File: src/cxrms_pkg.sv
// ----------------------------------------------------------------------------
// cxrms_pkg
// Shared constants, result codes and controller/datapath signal bundles.
// ----------------------------------------------------------------------------
package cxrms_pkg;

  localparam int unsigned ROWS_MAX   = 16;
  localparam int unsigned ROW_W      = $clog2(ROWS_MAX);
  localparam int unsigned CNT_W      = 5;   // width of rows_in_use
  localparam int unsigned COL_W      = 8;
  localparam int unsigned DATA_W     = 16;
  localparam int unsigned KIND_W     = 2;
  localparam int unsigned SS_W       = 35;  // sum of up to 16 squares of Q8.8
  localparam int unsigned RS_W       = 21;
  localparam int unsigned DIV_NUM_W  = 36;
  localparam int unsigned DIV_DEN_W  = 17;
  localparam int unsigned DIV_STEPS  = DIV_NUM_W / 2;  // two quotient bits a cycle
  localparam int unsigned DIV_CNT_W  = $clog2(DIV_STEPS);
  localparam int unsigned SQ_W       = 31;  // mean square is at most 2^30
  localparam int unsigned SQ_STEPS   = 16;

  localparam int unsigned CFG_IDX_W  = 1;
  localparam int unsigned CFG_DATA_W = 8;
  localparam logic [CFG_IDX_W-1:0] CFG_ROWS = 1'b0;
  localparam logic [CFG_IDX_W-1:0] CFG_COLS = 1'b1;
  localparam logic [CNT_W-1:0] ROWS_RESET = 5'd16;
  localparam logic [COL_W-1:0] COLS_RESET = 8'd1;

  localparam logic [DATA_W-1:0] ONE_Q88 = 16'h0100;

  localparam logic [KIND_W-1:0] KIND_ELEM  = 2'd0;
  localparam logic [KIND_W-1:0] KIND_SCALE = 2'd1;
  localparam logic [KIND_W-1:0] KIND_RESP  = 2'd2;

  localparam logic [1:0] DIV_MS   = 2'd0;
  localparam logic [1:0] DIV_ELEM = 2'd1;
  localparam logic [1:0] DIV_MEAN = 2'd2;

  typedef struct packed {
    logic              accept;
    logic              div_start;
    logic [1:0]        div_sel;
    logic              sqrt_init;
    logic              sqrt_step;
    logic              sqrt_round;
    logic              emit;
    logic [KIND_W-1:0] emit_kind;
    logic              emit_last;
    logic [ROW_W-1:0]  row;
    logic              col_done;
  } cmd_t;

  typedef struct packed {
    logic             ends_col;
    logic             col_zero;
    logic             zero_scale;
    logic             div_done;
    logic             out_free;
    logic [ROW_W-1:0] m_last;
  } sts_t;

endpackage

File: src/column_rms_scale_and_center_top.sv
// ----------------------------------------------------------------------------
// column_rms_scale_and_center_top
// Column RMS normalisation of a streamed matrix with response centring.
// ----------------------------------------------------------------------------
//  channel | direction | handshake               | payload
//  --------+-----------+-------------------------+-------------------------------
//  in      | sink      | in_valid_i / in_stall_o | x_sample, y_sample
//  out     | source    | out_valid_o/out_stall_i | kind, value, column/row index,
//          |           |                         | zero_scale, intercept, last
//  cfg     | sink      | cfg_valid_i/cfg_ready_o | cfg_index_i, cfg_data_i
//
//  A beat that does not close a column is taken at once and intake stays open.
//  A closing beat holds intake while the column is finished: one divide for the
//  mean square, the square root, one divide per element (none when the scale is
//  zero) and, after column zero, one divide for the mean; every result may also
//  wait on out_stall_i. The shared two-bit-per-cycle divider sets the cost.
//  Intake reopens once the final result of a column sits in the output
//  register, so the next beat can arrive while that result is stalled.
//  Reset is asynchronous and active low; no clearing pass is needed.
// ----------------------------------------------------------------------------
module column_rms_scale_and_center_top (
  input  logic                                 clk_i,
  input  logic                                 rst_ni,
  // sample channel
  input  logic                                 in_valid_i,
  output logic                                 in_stall_o,
  input  logic signed [cxrms_pkg::DATA_W-1:0]  in_x_sample_i,
  input  logic signed [cxrms_pkg::DATA_W-1:0]  in_y_sample_i,
  // result channel
  output logic                                 out_valid_o,
  input  logic                                 out_stall_i,
  output logic [cxrms_pkg::KIND_W-1:0]         out_kind_o,
  output logic signed [cxrms_pkg::DATA_W-1:0]  out_value_o,
  output logic [cxrms_pkg::COL_W-1:0]          out_column_index_o,
  output logic [cxrms_pkg::CNT_W-1:0]          out_row_index_o,
  output logic                                 out_zero_scale_o,
  output logic                                 out_intercept_found_o,
  output logic                                 out_last_result_o,
  // register writes
  input  logic                                 cfg_valid_i,
  output logic                                 cfg_ready_o,
  input  logic [cxrms_pkg::CFG_IDX_W-1:0]      cfg_index_i,
  input  logic [cxrms_pkg::CFG_DATA_W-1:0]     cfg_data_i
);

  cxrms_pkg::cmd_t cmd;
  cxrms_pkg::sts_t sts;

  // registers can always be written; the user is to write them only while idle, as the block does not enforce it
  assign cfg_ready_o = 1'b1;

  cxrms_ctrl u_ctrl (
    .clk_i      (clk_i),
    .rst_ni     (rst_ni),
    .in_valid_i (in_valid_i),
    .in_stall_o (in_stall_o),
    .sts_i      (sts),
    .cmd_o      (cmd)
  );

  cxrms_dp u_dp (
    .clk_i       (clk_i),
    .rst_ni      (rst_ni),
    .cmd_i       (cmd),
    .sts_o       (sts),
    .cfg_we_i    (cfg_valid_i & cfg_ready_o),
    .cfg_index_i (cfg_index_i),
    .cfg_data_i  (cfg_data_i),
    .x_i         (in_x_sample_i),
    .y_i         (in_y_sample_i),
    .out_stall_i (out_stall_i),
    .out_valid_o (out_valid_o),
    .out_kind_o  (out_kind_o),
    .out_value_o (out_value_o),
    .out_col_o   (out_column_index_o),
    .out_row_o   (out_row_index_o),
    .out_zs_o    (out_zero_scale_o),
    .out_icp_o   (out_intercept_found_o),
    .out_last_o  (out_last_result_o)
  );

endmodule

File: src/cxrms_div.sv
// ----------------------------------------------------------------------------
// cxrms_div
// Unsigned restoring divider, two quotient bits per cycle.
// ----------------------------------------------------------------------------
module cxrms_div (
  input  logic                                clk_i,
  input  logic                                rst_ni,
  input  logic                                start_i,
  input  logic [cxrms_pkg::DIV_NUM_W-1:0]     num_i,
  input  logic [cxrms_pkg::DIV_DEN_W-1:0]     den_i,
  output logic                                done_o,
  output logic [cxrms_pkg::DIV_NUM_W-1:0]     quo_o
);

  logic [cxrms_pkg::DIV_NUM_W-1:0] num_q, num_d;
  logic [cxrms_pkg::DIV_DEN_W-1:0] den_q;
  logic [cxrms_pkg::DIV_DEN_W-1:0] rem_q, rem_d;
  logic [cxrms_pkg::DIV_CNT_W-1:0] cnt_q;
  logic                            busy_q, done_q;

  logic [cxrms_pkg::DIV_DEN_W:0]   t1, t2;
  logic [cxrms_pkg::DIV_DEN_W-1:0] r1;
  logic                            g1, g2;

  always_comb begin
    t1 = {rem_q, num_q[cxrms_pkg::DIV_NUM_W-1]};
    g1 = (t1 >= {1'b0, den_q});
    r1 = g1 ? cxrms_pkg::DIV_DEN_W'(t1 - {1'b0, den_q}) : t1[cxrms_pkg::DIV_DEN_W-1:0];
    t2 = {r1, num_q[cxrms_pkg::DIV_NUM_W-2]};
    g2 = (t2 >= {1'b0, den_q});
    rem_d = g2 ? cxrms_pkg::DIV_DEN_W'(t2 - {1'b0, den_q}) : t2[cxrms_pkg::DIV_DEN_W-1:0];
    num_d = {num_q[cxrms_pkg::DIV_NUM_W-3:0], g1, g2};
  end

  always_ff @(posedge clk_i or negedge rst_ni) begin
    if (!rst_ni) begin
      busy_q <= 1'b0;
      done_q <= 1'b0;
      cnt_q  <= '0;
    end else if (start_i) begin
      busy_q <= 1'b1;
      done_q <= 1'b0;
      cnt_q  <= '0;
    end else if (busy_q) begin
      cnt_q <= cnt_q + 1'b1;
      if (cnt_q == cxrms_pkg::DIV_CNT_W'(cxrms_pkg::DIV_STEPS - 1)) begin
        busy_q <= 1'b0;
        done_q <= 1'b1;
      end
    end
  end

  always_ff @(posedge clk_i) begin
    if (start_i) begin
      num_q <= num_i;
      den_q <= den_i;
      rem_q <= '0;
    end else if (busy_q) begin
      num_q <= num_d;
      rem_q <= rem_d;
    end
  end

  assign done_o = done_q;
  assign quo_o  = num_q;

endmodule

File: src/cxrms_dp.sv
// ----------------------------------------------------------------------------
// cxrms_dp
// Datapath: buffers, running sums, square root, shared divider, result reg.
// ----------------------------------------------------------------------------
module cxrms_dp (
  input  logic                                 clk_i,
  input  logic                                 rst_ni,
  input  cxrms_pkg::cmd_t                      cmd_i,
  output cxrms_pkg::sts_t                      sts_o,
  input  logic                                 cfg_we_i,
  input  logic [cxrms_pkg::CFG_IDX_W-1:0]      cfg_index_i,
  input  logic [cxrms_pkg::CFG_DATA_W-1:0]     cfg_data_i,
  input  logic signed [cxrms_pkg::DATA_W-1:0]  x_i,
  input  logic signed [cxrms_pkg::DATA_W-1:0]  y_i,
  input  logic                                 out_stall_i,
  output logic                                 out_valid_o,
  output logic [cxrms_pkg::KIND_W-1:0]         out_kind_o,
  output logic signed [cxrms_pkg::DATA_W-1:0]  out_value_o,
  output logic [cxrms_pkg::COL_W-1:0]          out_col_o,
  output logic [cxrms_pkg::CNT_W-1:0]          out_row_o,
  output logic                                 out_zs_o,
  output logic                                 out_icp_o,
  output logic                                 out_last_o
);

  // configuration
  logic [cxrms_pkg::CNT_W-1:0] rows_q;
  logic [cxrms_pkg::COL_W-1:0] cols_q;

  always_ff @(posedge clk_i or negedge rst_ni) begin
    if (!rst_ni) begin
      rows_q <= cxrms_pkg::ROWS_RESET;
      cols_q <= cxrms_pkg::COLS_RESET;
    end else if (cfg_we_i) begin
      unique case (cfg_index_i)
        cxrms_pkg::CFG_ROWS: rows_q <= cfg_data_i[cxrms_pkg::CNT_W-1:0];
        cxrms_pkg::CFG_COLS: cols_q <= cfg_data_i;
        default: ;
      endcase
    end
  end

  logic [cxrms_pkg::CNT_W-1:0] n_eff;
  logic [cxrms_pkg::COL_W-1:0] p_eff;
  always_comb begin
    n_eff = rows_q;
    if (rows_q == '0) n_eff = cxrms_pkg::CNT_W'(1);
    if (rows_q > cxrms_pkg::CNT_W'(cxrms_pkg::ROWS_MAX))
      n_eff = cxrms_pkg::CNT_W'(cxrms_pkg::ROWS_MAX);
    p_eff = (cols_q == '0) ? cxrms_pkg::COL_W'(1) : cols_q;
  end

  // position and accumulation state
  logic [cxrms_pkg::ROW_W-1:0]       row_q;
  logic [cxrms_pkg::COL_W-1:0]       col_q;
  logic [cxrms_pkg::SS_W-1:0]        ss_q;
  logic signed [cxrms_pkg::RS_W-1:0] rs_q;
  logic                              ones_q;
  logic signed [cxrms_pkg::DATA_W-1:0] xbuf_q [cxrms_pkg::ROWS_MAX];
  logic signed [cxrms_pkg::DATA_W-1:0] ybuf_q [cxrms_pkg::ROWS_MAX];

  logic [cxrms_pkg::CNT_W-1:0]       m;
  logic                              ends_col;
  logic signed [2*cxrms_pkg::DATA_W-1:0] sq;
  logic                              col_zero;

  assign m        = {1'b0, row_q} + cxrms_pkg::CNT_W'(1);
  assign ends_col = (m >= n_eff);
  assign sq       = x_i * x_i;
  assign col_zero = (col_q == '0);

  always_ff @(posedge clk_i or negedge rst_ni) begin
    if (!rst_ni) begin
      row_q  <= '0;
      col_q  <= '0;
      ss_q   <= '0;
      rs_q   <= '0;
      ones_q <= 1'b1;
    end else if (cmd_i.accept) begin
      ss_q <= ss_q + {4'd0, sq[2*cxrms_pkg::DATA_W-2:0]};
      if (col_zero) begin
        rs_q <= rs_q + {{(cxrms_pkg::RS_W-cxrms_pkg::DATA_W){y_i[cxrms_pkg::DATA_W-1]}}, y_i};
        if (x_i != cxrms_pkg::ONE_Q88) ones_q <= 1'b0;
      end
      if (!ends_col) row_q <= row_q + 1'b1;
    end else if (cmd_i.col_done) begin
      ss_q  <= '0;
      row_q <= '0;
      col_q <= ({1'b0, col_q} + 9'd1 >= {1'b0, p_eff}) ? '0 : col_q + 1'b1;
      if (col_zero) begin
        rs_q   <= '0;
        ones_q <= 1'b1;
      end
    end
  end

  always_ff @(posedge clk_i) begin
    if (cmd_i.accept) begin
      xbuf_q[row_q] <= x_i;
      if (col_zero) ybuf_q[row_q] <= y_i;
    end
  end

  // shared divider
  logic                              div_done;
  logic [cxrms_pkg::DIV_NUM_W-1:0]   quo;
  logic [cxrms_pkg::DIV_NUM_W-1:0]   div_num;
  logic [cxrms_pkg::DIV_DEN_W-1:0]   div_den;
  logic signed [cxrms_pkg::DATA_W-1:0] xr, yr;
  logic [cxrms_pkg::DATA_W-1:0]      xmag;
  logic [cxrms_pkg::RS_W-1:0]        rmag;
  logic [cxrms_pkg::DATA_W-1:0]      scale_q;

  assign xr   = xbuf_q[cmd_i.row];
  assign yr   = ybuf_q[cmd_i.row];
  assign xmag = xr[cxrms_pkg::DATA_W-1] ? cxrms_pkg::DATA_W'(-xr) : xr;
  assign rmag = rs_q[cxrms_pkg::RS_W-1] ? cxrms_pkg::RS_W'(-rs_q) : rs_q;

  always_comb begin
    case (cmd_i.div_sel)
      cxrms_pkg::DIV_ELEM: begin
        div_num = cxrms_pkg::DIV_NUM_W'({xmag, 13'd0})
                + cxrms_pkg::DIV_NUM_W'(scale_q);
        div_den = {scale_q, 1'b0};
      end
      cxrms_pkg::DIV_MEAN: begin
        div_num = cxrms_pkg::DIV_NUM_W'(rmag) + cxrms_pkg::DIV_NUM_W'(m >> 1);
        div_den = cxrms_pkg::DIV_DEN_W'(m);
      end
      default: begin
        div_num = cxrms_pkg::DIV_NUM_W'(ss_q) + cxrms_pkg::DIV_NUM_W'(m >> 1);
        div_den = cxrms_pkg::DIV_DEN_W'(m);
      end
    endcase
  end

  cxrms_div u_div (
    .clk_i   (clk_i),
    .rst_ni  (rst_ni),
    .start_i (cmd_i.div_start),
    .num_i   (div_num),
    .den_i   (div_den),
    .done_o  (div_done),
    .quo_o   (quo)
  );

  // digit-by-digit square root, one result bit per step
  logic [cxrms_pkg::SQ_W-1:0] op_q;
  logic [cxrms_pkg::SQ_W:0]   res_q;
  logic [cxrms_pkg::SQ_W-1:0] one_q;
  logic [cxrms_pkg::SQ_W:0]   trial;

  assign trial = res_q + {1'b0, one_q};

  always_ff @(posedge clk_i) begin
    if (cmd_i.sqrt_init) begin
      op_q  <= quo[cxrms_pkg::SQ_W-1:0];
      res_q <= '0;
      one_q <= cxrms_pkg::SQ_W'(1) << (cxrms_pkg::SQ_W - 1);
    end else if (cmd_i.sqrt_step) begin
      if ({1'b0, op_q} >= trial) begin
        op_q  <= op_q - trial[cxrms_pkg::SQ_W-1:0];
        res_q <= (res_q >> 1) + {1'b0, one_q};
      end else begin
        res_q <= res_q >> 1;
      end
      one_q <= one_q >> 2;
    end
    if (cmd_i.sqrt_round)
      scale_q <= ({1'b0, op_q} > res_q) ? cxrms_pkg::DATA_W'(res_q + 1'b1)
                                        : res_q[cxrms_pkg::DATA_W-1:0];
  end

  logic zs;
  assign zs = (scale_q == '0);

  // result values
  logic signed [cxrms_pkg::DATA_W-1:0] el_val, rs_val;
  logic signed [cxrms_pkg::DATA_W+1:0] mean, cen;

  always_comb begin
    if (zs) el_val = '0;
    else if (!xr[cxrms_pkg::DATA_W-1])
      el_val = (quo > cxrms_pkg::DIV_NUM_W'(32767)) ? 16'sh7FFF
                                                     : quo[cxrms_pkg::DATA_W-1:0];
    else
      el_val = (quo > cxrms_pkg::DIV_NUM_W'(32768)) ? 16'sh8000
                                                     : cxrms_pkg::DATA_W'(-quo[16:0]);
    if (!ones_q) mean = '0;
    else if (rs_q[cxrms_pkg::RS_W-1]) mean = -$signed({1'b0, quo[16:0]});
    else mean = $signed({1'b0, quo[16:0]});
    cen = {{2{yr[cxrms_pkg::DATA_W-1]}}, yr} - mean;
    if (cen > 18'sd32767) rs_val = 16'sh7FFF;
    else if (cen < -18'sd32768) rs_val = 16'sh8000;
    else rs_val = cen[cxrms_pkg::DATA_W-1:0];
  end

  // output register
  logic out_valid_q;
  logic out_free;
  assign out_free = !out_valid_q || !out_stall_i;

  always_ff @(posedge clk_i or negedge rst_ni) begin
    if (!rst_ni) out_valid_q <= 1'b0;
    else if (cmd_i.emit) out_valid_q <= 1'b1;
    else if (!out_stall_i) out_valid_q <= 1'b0;
  end

  always_ff @(posedge clk_i) begin
    if (cmd_i.emit) begin
      out_kind_o <= cmd_i.emit_kind;
      out_last_o <= cmd_i.emit_last;
      case (cmd_i.emit_kind)
        cxrms_pkg::KIND_ELEM: begin
          out_value_o <= el_val;
          out_col_o   <= col_q;
          out_row_o   <= {1'b0, cmd_i.row};
          out_zs_o    <= zs;
          out_icp_o   <= 1'b0;
        end
        cxrms_pkg::KIND_SCALE: begin
          out_value_o <= scale_q;
          out_col_o   <= col_q;
          out_row_o   <= '0;
          out_zs_o    <= zs;
          out_icp_o   <= 1'b0;
        end
        default: begin
          out_value_o <= rs_val;
          out_col_o   <= '0;
          out_row_o   <= {1'b0, cmd_i.row};
          out_zs_o    <= 1'b0;
          out_icp_o   <= ones_q;
        end
      endcase
    end
  end

  assign out_valid_o = out_valid_q;

  assign sts_o.ends_col   = ends_col;
  assign sts_o.col_zero   = col_zero;
  assign sts_o.zero_scale = zs;
  assign sts_o.div_done   = div_done;
  assign sts_o.out_free   = out_free;
  assign sts_o.m_last     = row_q;

endmodule

File: src/cxrms_ctrl.sv
// ----------------------------------------------------------------------------
// cxrms_ctrl
// Sequencer: intake, mean square, root, per-element divides, result order.
// ----------------------------------------------------------------------------
module cxrms_ctrl (
  input  logic            clk_i,
  input  logic            rst_ni,
  input  logic            in_valid_i,
  output logic            in_stall_o,
  input  cxrms_pkg::sts_t sts_i,
  output cxrms_pkg::cmd_t cmd_o
);

  localparam logic [3:0] ST_IDLE    = 4'd0;
  localparam logic [3:0] ST_MS_GO   = 4'd1;
  localparam logic [3:0] ST_MS_WAIT = 4'd2;
  localparam logic [3:0] ST_SQRT    = 4'd3;
  localparam logic [3:0] ST_RND     = 4'd4;
  localparam logic [3:0] ST_EL_GO   = 4'd5;
  localparam logic [3:0] ST_EL_WAIT = 4'd6;
  localparam logic [3:0] ST_EL_PUT  = 4'd7;
  localparam logic [3:0] ST_SC_PUT  = 4'd8;
  localparam logic [3:0] ST_MN_GO   = 4'd9;
  localparam logic [3:0] ST_MN_WAIT = 4'd10;
  localparam logic [3:0] ST_RS_PUT  = 4'd11;

  logic [3:0]                  state_q, state_d;
  logic [cxrms_pkg::ROW_W-1:0] i_q, i_d;
  logic [3:0]                  cnt_q, cnt_d;

  always_comb begin
    state_d = state_q;
    i_d     = i_q;
    cnt_d   = cnt_q;
    cmd_o   = '0;
    cmd_o.row = i_q;
    in_stall_o = (state_q != ST_IDLE);
    unique case (state_q)
      ST_IDLE: begin
        if (in_valid_i) begin
          cmd_o.accept = 1'b1;
          if (sts_i.ends_col) state_d = ST_MS_GO;
        end
      end
      ST_MS_GO: begin
        cmd_o.div_start = 1'b1;
        cmd_o.div_sel   = cxrms_pkg::DIV_MS;
        state_d = ST_MS_WAIT;
      end
      ST_MS_WAIT: begin
        if (sts_i.div_done) begin
          cmd_o.sqrt_init = 1'b1;
          cnt_d   = '0;
          state_d = ST_SQRT;
        end
      end
      ST_SQRT: begin
        cmd_o.sqrt_step = 1'b1;
        cnt_d = cnt_q + 1'b1;
        if (cnt_q == 4'(cxrms_pkg::SQ_STEPS - 1)) state_d = ST_RND;
      end
      ST_RND: begin
        cmd_o.sqrt_round = 1'b1;
        i_d     = '0;
        state_d = ST_EL_GO;
      end
      ST_EL_GO: begin
        if (sts_i.zero_scale) begin
          state_d = ST_EL_PUT;
        end else begin
          cmd_o.div_start = 1'b1;
          cmd_o.div_sel   = cxrms_pkg::DIV_ELEM;
          state_d = ST_EL_WAIT;
        end
      end
      ST_EL_WAIT: begin
        if (sts_i.div_done) state_d = ST_EL_PUT;
      end
      ST_EL_PUT: begin
        if (sts_i.out_free) begin
          cmd_o.emit      = 1'b1;
          cmd_o.emit_kind = cxrms_pkg::KIND_ELEM;
          if (i_q == sts_i.m_last) begin
            state_d = ST_SC_PUT;
          end else begin
            i_d     = i_q + 1'b1;
            state_d = ST_EL_GO;
          end
        end
      end
      ST_SC_PUT: begin
        if (sts_i.out_free) begin
          cmd_o.emit      = 1'b1;
          cmd_o.emit_kind = cxrms_pkg::KIND_SCALE;
          cmd_o.emit_last = !sts_i.col_zero;
          if (sts_i.col_zero) begin
            state_d = ST_MN_GO;
          end else begin
            cmd_o.col_done = 1'b1;
            state_d = ST_IDLE;
          end
        end
      end
      ST_MN_GO: begin
        cmd_o.div_start = 1'b1;
        cmd_o.div_sel   = cxrms_pkg::DIV_MEAN;
        state_d = ST_MN_WAIT;
      end
      ST_MN_WAIT: begin
        if (sts_i.div_done) begin
          i_d     = '0;
          state_d = ST_RS_PUT;
        end
      end
      ST_RS_PUT: begin
        cmd_o.div_sel = cxrms_pkg::DIV_MEAN;
        if (sts_i.out_free) begin
          cmd_o.emit      = 1'b1;
          cmd_o.emit_kind = cxrms_pkg::KIND_RESP;
          if (i_q == sts_i.m_last) begin
            cmd_o.emit_last = 1'b1;
            cmd_o.col_done  = 1'b1;
            state_d = ST_IDLE;
          end else begin
            i_d = i_q + 1'b1;
          end
        end
      end
      default: state_d = ST_IDLE;
    endcase
  end

  always_ff @(posedge clk_i or negedge rst_ni) begin
    if (!rst_ni) begin
      state_q <= ST_IDLE;
      i_q     <= '0;
      cnt_q   <= '0;
    end else begin
      state_q <= state_d;
      i_q     <= i_d;
      cnt_q   <= cnt_d;
    end
  end

  // a result is only loaded into a free output slot
  a_emit_free: assert property (@(posedge clk_i) disable iff (!rst_ni)
    cmd_o.emit |-> sts_i.out_free) else $error("result loaded into busy slot");

  // a divider start clears its done flag on the next cycle
  a_div_restart: assert property (@(posedge clk_i) disable iff (!rst_ni)
    cmd_o.div_start |=> !sts_i.div_done) else $error("stale divider done");

  // the column wrap-up always returns to intake
  a_done_idle: assert property (@(posedge clk_i) disable iff (!rst_ni)
    cmd_o.col_done |=> (state_q == ST_IDLE && !cmd_o.emit))
    else $error("column close not followed by intake");

  // the column-closing beat is the last result of its column
  a_done_last: assert property (@(posedge clk_i) disable iff (!rst_ni)
    cmd_o.col_done |-> (cmd_o.emit && cmd_o.emit_last))
    else $error("column closed without last result");

endmodule

File: config.mk
export PLATFORM = sky130hd
export DESIGN_NAME = column_rms_scale_and_center_top
export DESIGN_NICKNAME = d
export VERILOG_FILES = /design/src/cxrms_pkg.sv /design/src/column_rms_scale_and_center_top.sv /design/src/cxrms_div.sv /design/src/cxrms_dp.sv /design/src/cxrms_ctrl.sv
export SDC_FILE = /design/constraint.sdc
export NUM_CORES = 2
export LEC_CHECK = 0
export ABC_AREA = 0
export BUFFER_PORTS_ARGS = -buffer_cell sky130_fd_sc_hd__buf_2
export CORE_MARGIN = 10
export CORE_UTILIZATION = 60
export DETAILED_ROUTE_END_ITERATION = 12
export PLACE_DENSITY = 0.81
export SETUP_SLACK_MARGIN = 0.05
export SLEW_MARGIN = 10
export SYNTH_ARGS = -nofsm -noshare
export SYNTH_HDL_FRONTEND = slang
export SYNTH_SLANG_ARGS = --single-unit
File: constraint.sdc
create_clock -name clk_i -period 7 [get_ports clk_i]
set_input_delay 0.7 -clock clk_i [delete_from_list [all_inputs] [get_ports clk_i]]
set_output_delay 0.7 -clock clk_i [all_outputs]
set_load 0.02 [all_outputs]
# Word level (Yosys, flattened, before mapping)
# Memory sizes are Yosys's and may differ from the RTL's.
# Index checks and enable logic that the tools add are counted.
# classes
add_sub_neg	23
multipliers	1
n_lt_le_gt_ge	11
eq_ne	33
mux	93
bitwise	2
n_reduce_logical	33
# ops
op	count
16-bit two-way mux	8
21-bit two-way mux	5
31-bit two-way mux	3
4-bit two-way mux	20
36-bit two-way mux	2
36-bit one-hot mux with 2 select lines	1
35-bit two-way mux	2
4-bit one-hot mux with 12 select lines	1
35-bit by 4-bit adder with 36-bit output	1
18-bit by 17-bit greater-or-equal comparator with 1-bit output	2
36-bit by 15-bit > comparator with 1-bit output, second input constant	1
36-bit by 16-bit > comparator with 1-bit output, second input constant	1
18-bit two-way mux	2
35-bit by 31-bit adder with 35-bit output	1
17-bit two-way mux	2
17-bit subtractor	2
31-bit by 31-bit adder with 32-bit output	1
32-bit by 31-bit adder with 32-bit output	1
31-bit by 32-bit greater-or-equal comparator with 1-bit output	1
31-bit by 32-bit > comparator with 1-bit output	1
32-bit two-way mux	1
16-bit negator	2
16-bit one-hot mux with 2 select lines	1
16-bit by 16-bit multiplier with 31-bit output	1
other kinds (54)	133
# totals
reg_bits	301
ramBits	512
input_bits	46
elab_cells	229
memories	2
# mem_list
name	words	word_bits	read_ports	rd_clocked_by_memory_dff	write_ports	line	source
u_dp.xbuf_q	16	16	1	0	1	cxrms_dp.sv:59	logic signed [cxrms_pkg::DATA_W-1:0] xbuf_q [cxrms_pkg::ROWS_MAX];
u_dp.ybuf_q	16	16	1	0	1	cxrms_dp.sv:60	logic signed [cxrms_pkg::DATA_W-1:0] ybuf_q [cxrms_pkg::ROWS_MAX];

# Depth between registers and ports, before layout
# depth
depth_word	8
ltp_mapped	37
depth_no_buf	36

# Modules after synthesis
# From an unflattened synthesis, not the netlist that was laid out.
# hier_totals
cells_unflattened	4815
area_unflattened_um2	54477.2
# modules_own_cells
mod	instances	cells_per_inst	area_per_inst_um2
cxrms_dp	1	4223	48491.5
cxrms_div	1	481	5044.8
cxrms_ctrl	1	109	929.6
column_rms_scale_and_center_top	1	2	11.3

# Least setup slack after synthesis
# OpenSTA, ideal clock, no wires.
# synth_path
path_kind	input to register
from	input port in_x_sample_i[5] (netlist name)
to	register u_dp.ss_q[32] (netlist name)
setup_ps	79
t_arrival_ps	8066
t_required_ps	6921
setup_slack_ps	-1145
stages	34
n_path_buf	2
path_cell_list	clkbuf_1 -> clkbuf_1 -> nand2_1 -> fa_1 -> fa_1 -> inv_1 -> ha_1 -> inv_1 -> fa_1 -> inv_1 -> ha_1 -> inv_1 -> fa_1 -> inv_1 -> ha_1 -> a21boi_0 -> o21ai_0 -> a21boi_0 -> nor2_1 -> o311a_1 -> nor3_1 -> a41oi_1 -> nor2b_1 -> xnor2_1 -> ha_1 -> a21o_1 -> a21o_1 -> a221o_1 -> a31oi_1 -> o21ai_0 -> a21oi_1 -> o21ai_0 -> o211ai_1 -> mux2i_1
# synth_between
elab_chain_cells	3
# synth_rtl
item	line	source
start: declaration	column_rms_scale_and_center_top.sv:27	input logic signed [cxrms_pkg::DATA_W-1:0] in_x_sample_i,
16-bit by 16-bit multiplier with 31-bit output	cxrms_dp.sv:69	assign sq = x_i * x_i;
35-bit by 31-bit adder with 35-bit output	cxrms_dp.sv:80	ss_q <= ss_q + {4'd0, sq[2*cxrms_pkg::DATA_W-2:0]};
35-bit two-way mux	cxrms_dp.sv:79	end else if (cmd_i.accept) begin
end signal: assignment	cxrms_dp.sv:80	
end: declaration	cxrms_dp.sv:56	logic [cxrms_pkg::SS_W-1:0] ss_q;
# Every way passes these cells.
# A chain may end at the register's enable or synchronous reset.

# Final worst setup path
# layout_path
from	input port in_x_sample_i[7] (netlist name)
to	register u_dp.ss_q[21] (netlist name)
# Same word-level chain as after synthesis.

==> qor_table.md <==
| Result | Reported | Unit |
|:---|:---|:---|
| Worst Path Class, Setup | in2reg | - |
| I/O pins | 83 | - |
| Global placement routability congestion | 0.9532 | - |
| Full die area | 0.1021 | mm^2 |
| R2R Setup Slk | 510 | ps |
| Post-Place Setup Slack | -1068 | ps |
| Final net count | 5,875 | - |
| Slew headroom | 15.45 | % |
| Setup repair after global routing missed its margin | true | - |
| Core ar. | 0.08865 | mm^2 |
| VDD IR max | 907.6 | uV |
| Dpl cells | 6,312 | - |
| Worst path buffer plus inverter count | 13 | - |
| Number of remaining DRC errors | 0 | - |
| Storage cell area | 0.02323 | mm^2 |
| Clock tree from TritonCTS | done | - |
| Gate count after technology mapping | 4,967 | - |
| Height of the die | 319.5 | um |
| Count of distinct cell types in the synthesized netlist | 93 | - |
| Area of the multi-input gates | 0.02867 | mm^2 |
| Number of fillers in the final layout | 6,278 | - |
| Worst-skew pair later-pin latency | 680 | ps |
| Sum of internal, switching and leakage power | 27,950 | uW |
| Final setup vio count | 8 | - |
| Fmax | 0.1401 | GHz |
| Maximum number of pins on one net before global-route repair | 83 | - |
| Failing checks | negative setup slack | - |
| Number of H-tree levels | 3 | - |
| Routed via count divided by cell count | 6.214 | - |
| Startpoint type of the worst setup path | primary input | - |
| Main synth FF type | sky130_fd_sc_hd__edfxtp_1 | - |
| Period minus WS final | 7140 | ps |
| Number of enable-type register cells in the synthesized netlist | 645 | - |
| Area growth from synthesis to layout | 13.59 | % |
| Max FO, Critical Path | 8 | - |
| Most frequent cell on the critical path | sky130_fd_sc_hd__buf_4 | - |
| Share of the clock period used by the worst path | 102.0 | % |
| Pwr Density | 457.0 | mW/mm^2 |
| Sequential share of the synthesized area | 43.14 | % |
| Input/output buffers | 80 | - |
| Effective utilization at floorplan | 60.73 | % |
| Share of layout cells above drive strength 1 | 15.69 | % |
| Least setup slack across all paths after layout | -139.9 | ps |
| Final HPWL DP | 101.0 | mm |
| Transition time at the pin with the least slew margin | 1267 | ps |
| Syn Nets | 5,577 | - |
| Die width | 319.5 | um |
| Via count of the first global-routing pass | 40.19k | - |
| Type of the worst min-delay path | in2async | - |
| Slowest cell on crit path | sky130_fd_sc_hd__fa_1 | - |
| Rows | 109 | - |
| Reg clk slew, reported paths | 70 | ps |
| Number of synthesized register bits | 812 | - |
| Leakage power total | 0.02415 | uW |
| Number of detailed-routing iterations run before antenna repair | 7 | - |
| Max-cap violations | 0 | - |
| Combined area of all synthesized cells | 0.05384 | mm^2 |
| Final hold vios | 0 | - |
| CTS sink cnt | 812 | - |
| Master cell of the clock root buffer | sky130_fd_sc_hd__clkbuf_16 | - |
| Yosys warning count | 0 | - |
| Hold bufs inserted after CTS | 0 | - |
| Iteration-0 DRC count of the detailed router | 4,292 | - |
| Max Clock Skew | 29.70 | ps |
| CTS Buf Count | 83 | - |
| Drt total wl | 143.7 | mm |
| Total grt overflow | 0 | - |
| Worst stage delay on the critical path | 570 | ps |
| Global router's overall resource usage | 27.44 | % |
| Cell family with the largest share of critical-path delay | adder cells | - |
| Outcome | complete, but fails checks | - |
| Signal arrival time at the worst endpoint | 7680 | ps |
| Final Slew Violations | 0 | - |
| Antenna violations before repair | 6 | - |
| Post-synthesis async set-or-reset flop share | 12.56 | % |
| Synthesized area per cell | 10.84 | um^2 |
| Number of vias in the routed layout | 40.41k | - |
| Worst hold slack | 65.83 | ps |
| Wire length of the first global-routing pass | 222.5 | mm |
| Element type at the critical path end | register | - |
| Final non-filler cell total | 6,504 | - |
| Maximum root-to-sink buffer count | 3 | - |
| Drt wl/cell | 22.10 | um |
| Detail Route Antenna Nets | 0 | - |
| Data required time of the critical path | 7540 | ps |
final timing paths:
path | startpoint | endpoint | cells past startpoint
worst max register to register | u_dp.u_div.quo_o[35]$_DFFE_PP_ | u_dp.u_div.rem_q[7]$_SDFFE_PP0P_ | 25
worst min register to register | u_dp.one_q[0]$_SDFFE_PP0P_ | u_dp.one_q[0]$_SDFFE_PP0P_ | 2
worst min-delay path | rst_ni | u_dp.u_div.cnt_q[1]$_DFFE_PN0P_ | 1
max in group asynchronous | rst_ni | u_dp.cols_q[6]$_DFFE_PN0P_ | 2
worst max-delay path | in_x_sample_i[7] | u_dp.ss_q[21]$_DFFE_PN0N_ | 38
min in group clk_i | cfg_data_i[7] | u_dp.cols_q[7]$_DFFE_PN0P_ | 2
worst reg2reg max path: cells and delay by family (launching register included):
family                     cells  cell delay [ps]
buffers and inverters          3              360
and+or+nand+nor                3              320
muxes                          3              790
DFF                            1              500
AOI/OAI and AO/OA             13             3490
adders and majority gates      3              910
state kept, by name, indices dropped and copies added, names as in the netlist, 8 cells and up:
signal,flops
u_dp.col_q,8
u_dp.cols_q,8
u_dp.one_q,16
u_dp.op_q,31
u_dp.out_col_o,8
u_dp.out_value_o,16
u_dp.res_q,32
u_dp.rs_q,21
u_dp.scale_q,16
u_dp.ss_q,35
u_dp.u_div.den_q,17
u_dp.u_div.quo_o,36
u_dp.u_div.rem_q,17
u_dp.xbuf_q,256
u_dp.ybuf_q,256
synth_stat cells (33+ instances only):
cell type	instances	area, um^2
sky130_fd_sc_hd__edfxtp_1	645	19370
sky130_fd_sc_hd__nand2_1	491	1843
sky130_fd_sc_hd__inv_1	456	1712
sky130_fd_sc_hd__ha_1	330	4129
sky130_fd_sc_hd__o21ai_0	282	1411
sky130_fd_sc_hd__nor2_1	268	1006
sky130_fd_sc_hd__a21oi_1	235	1176
sky130_fd_sc_hd__fa_1	234	4684
sky130_fd_sc_hd__xnor2_1	217	1901
sky130_fd_sc_hd__clkbuf_1	162	608.1
sky130_fd_sc_hd__xor2_1	117	1025
sky130_fd_sc_hd__mux2i_1	107	1071
sky130_fd_sc_hd__dfrtp_1	99	2477
sky130_fd_sc_hd__a21o_1	95	713.2
sky130_fd_sc_hd__nand3_1	92	460.4
sky130_fd_sc_hd__nor3_1	86	430.4
sky130_fd_sc_hd__mux4_2	82	1847
sky130_fd_sc_hd__a221oi_1	71	621.9
sky130_fd_sc_hd__and2_1	71	444.2
sky130_fd_sc_hd__dfxtp_1	65	1301
sky130_fd_sc_hd__nand2b_1	60	375.4
sky130_fd_sc_hd__nor2b_1	53	331.6
sky130_fd_sc_hd__a31oi_1	43	269.0
sky130_fd_sc_hd__a211oi_1	35	262.8
sky130_fd_sc_hd__nand4_1	33	206.5
kinds of logic (layout without fill, tap and decap cells):
group	Yosys count	after routing	synth area share [%]
AOI/OAI and AO/OA	1064	1064	12.81
xor gates and xnor gates	334	334	5.434
adders and majority gates	564	564	16.37
buffers and inverters	667	1034	4.778
DFF	812	812	43.14
muxes	216	216	5.985
other	2	7	0.01395
and+or+nand+nor	1308	1308	11.46
power breakdown:
group	switching (uW)	internal (uW)
clock	1950	2710
combinational	8740	9330
sequential	7.19	5200
total	10700	17200
layout by cell type (no fill, tap or decap), drive strengths merged, types with 30 or more instances in the layout:
cell type and count:
nor3 87, dfxtp 65, buf 419, xor2 117
o21ai 314, a31oi 43, nor2b 53, inv 462
nor4 30, nor2 268, clkbuf 111, o21bai 32
edfxtp 645, nand3 92, mux4 82, mux2i 107
and2 72, nand2 493, a211oi 35, dfrtp 99
a21oi 235, xnor2 217, or3 31, a221oi 76
ha 330, a21o 95, nand4 33, and3 31
nand2b 60, a22oi 32, fa 234
metal layers:
layer  track usage (%)  vias up  wire length, um
met2             46.40     1904            70150
met5                 0        -                8
li1                  -    18435                -
met1             34.81    19702            55350
met3             4.686      371            12360
met4             11.21        2             5884
timing repair:
action                                 CTS  global route
endpoints found under the hold margin    0             0
gates resized for setup                 73            67
setup endpoints to repair               10            35
buffers inserted                        15            20
pin swaps                               52            29
layout make-up:
| cell class | count | area share, % |
|---|---|---|
| antenna | 5 | 0.02046 |
| clock buffer | 110 | 3.697 |
| clock inverter | 44 | 0.9555 |
| inverter | 460 | 2.842 |
| multi-input combinational | 3488 | 46.89 |
| sequential | 812 | 37.99 |
| tap | 1165 | 2.384 |
| timing repair buffer | 420 | 5.220 |
through the flow:
stage	util (%)	cell area (um^2)	TNS, ps
2_1_floorplan	-	54230	-2804
3_3_place_gp	64.93	57560	-9189
3_5_place_dp	64.93	57560	-13060
4_1_cts	68.53	60750	-66.93
5_1_grt	68.98	61150	-4674
6_report	68.98	61150	-751.9
(Power assumes the default switching activity.)
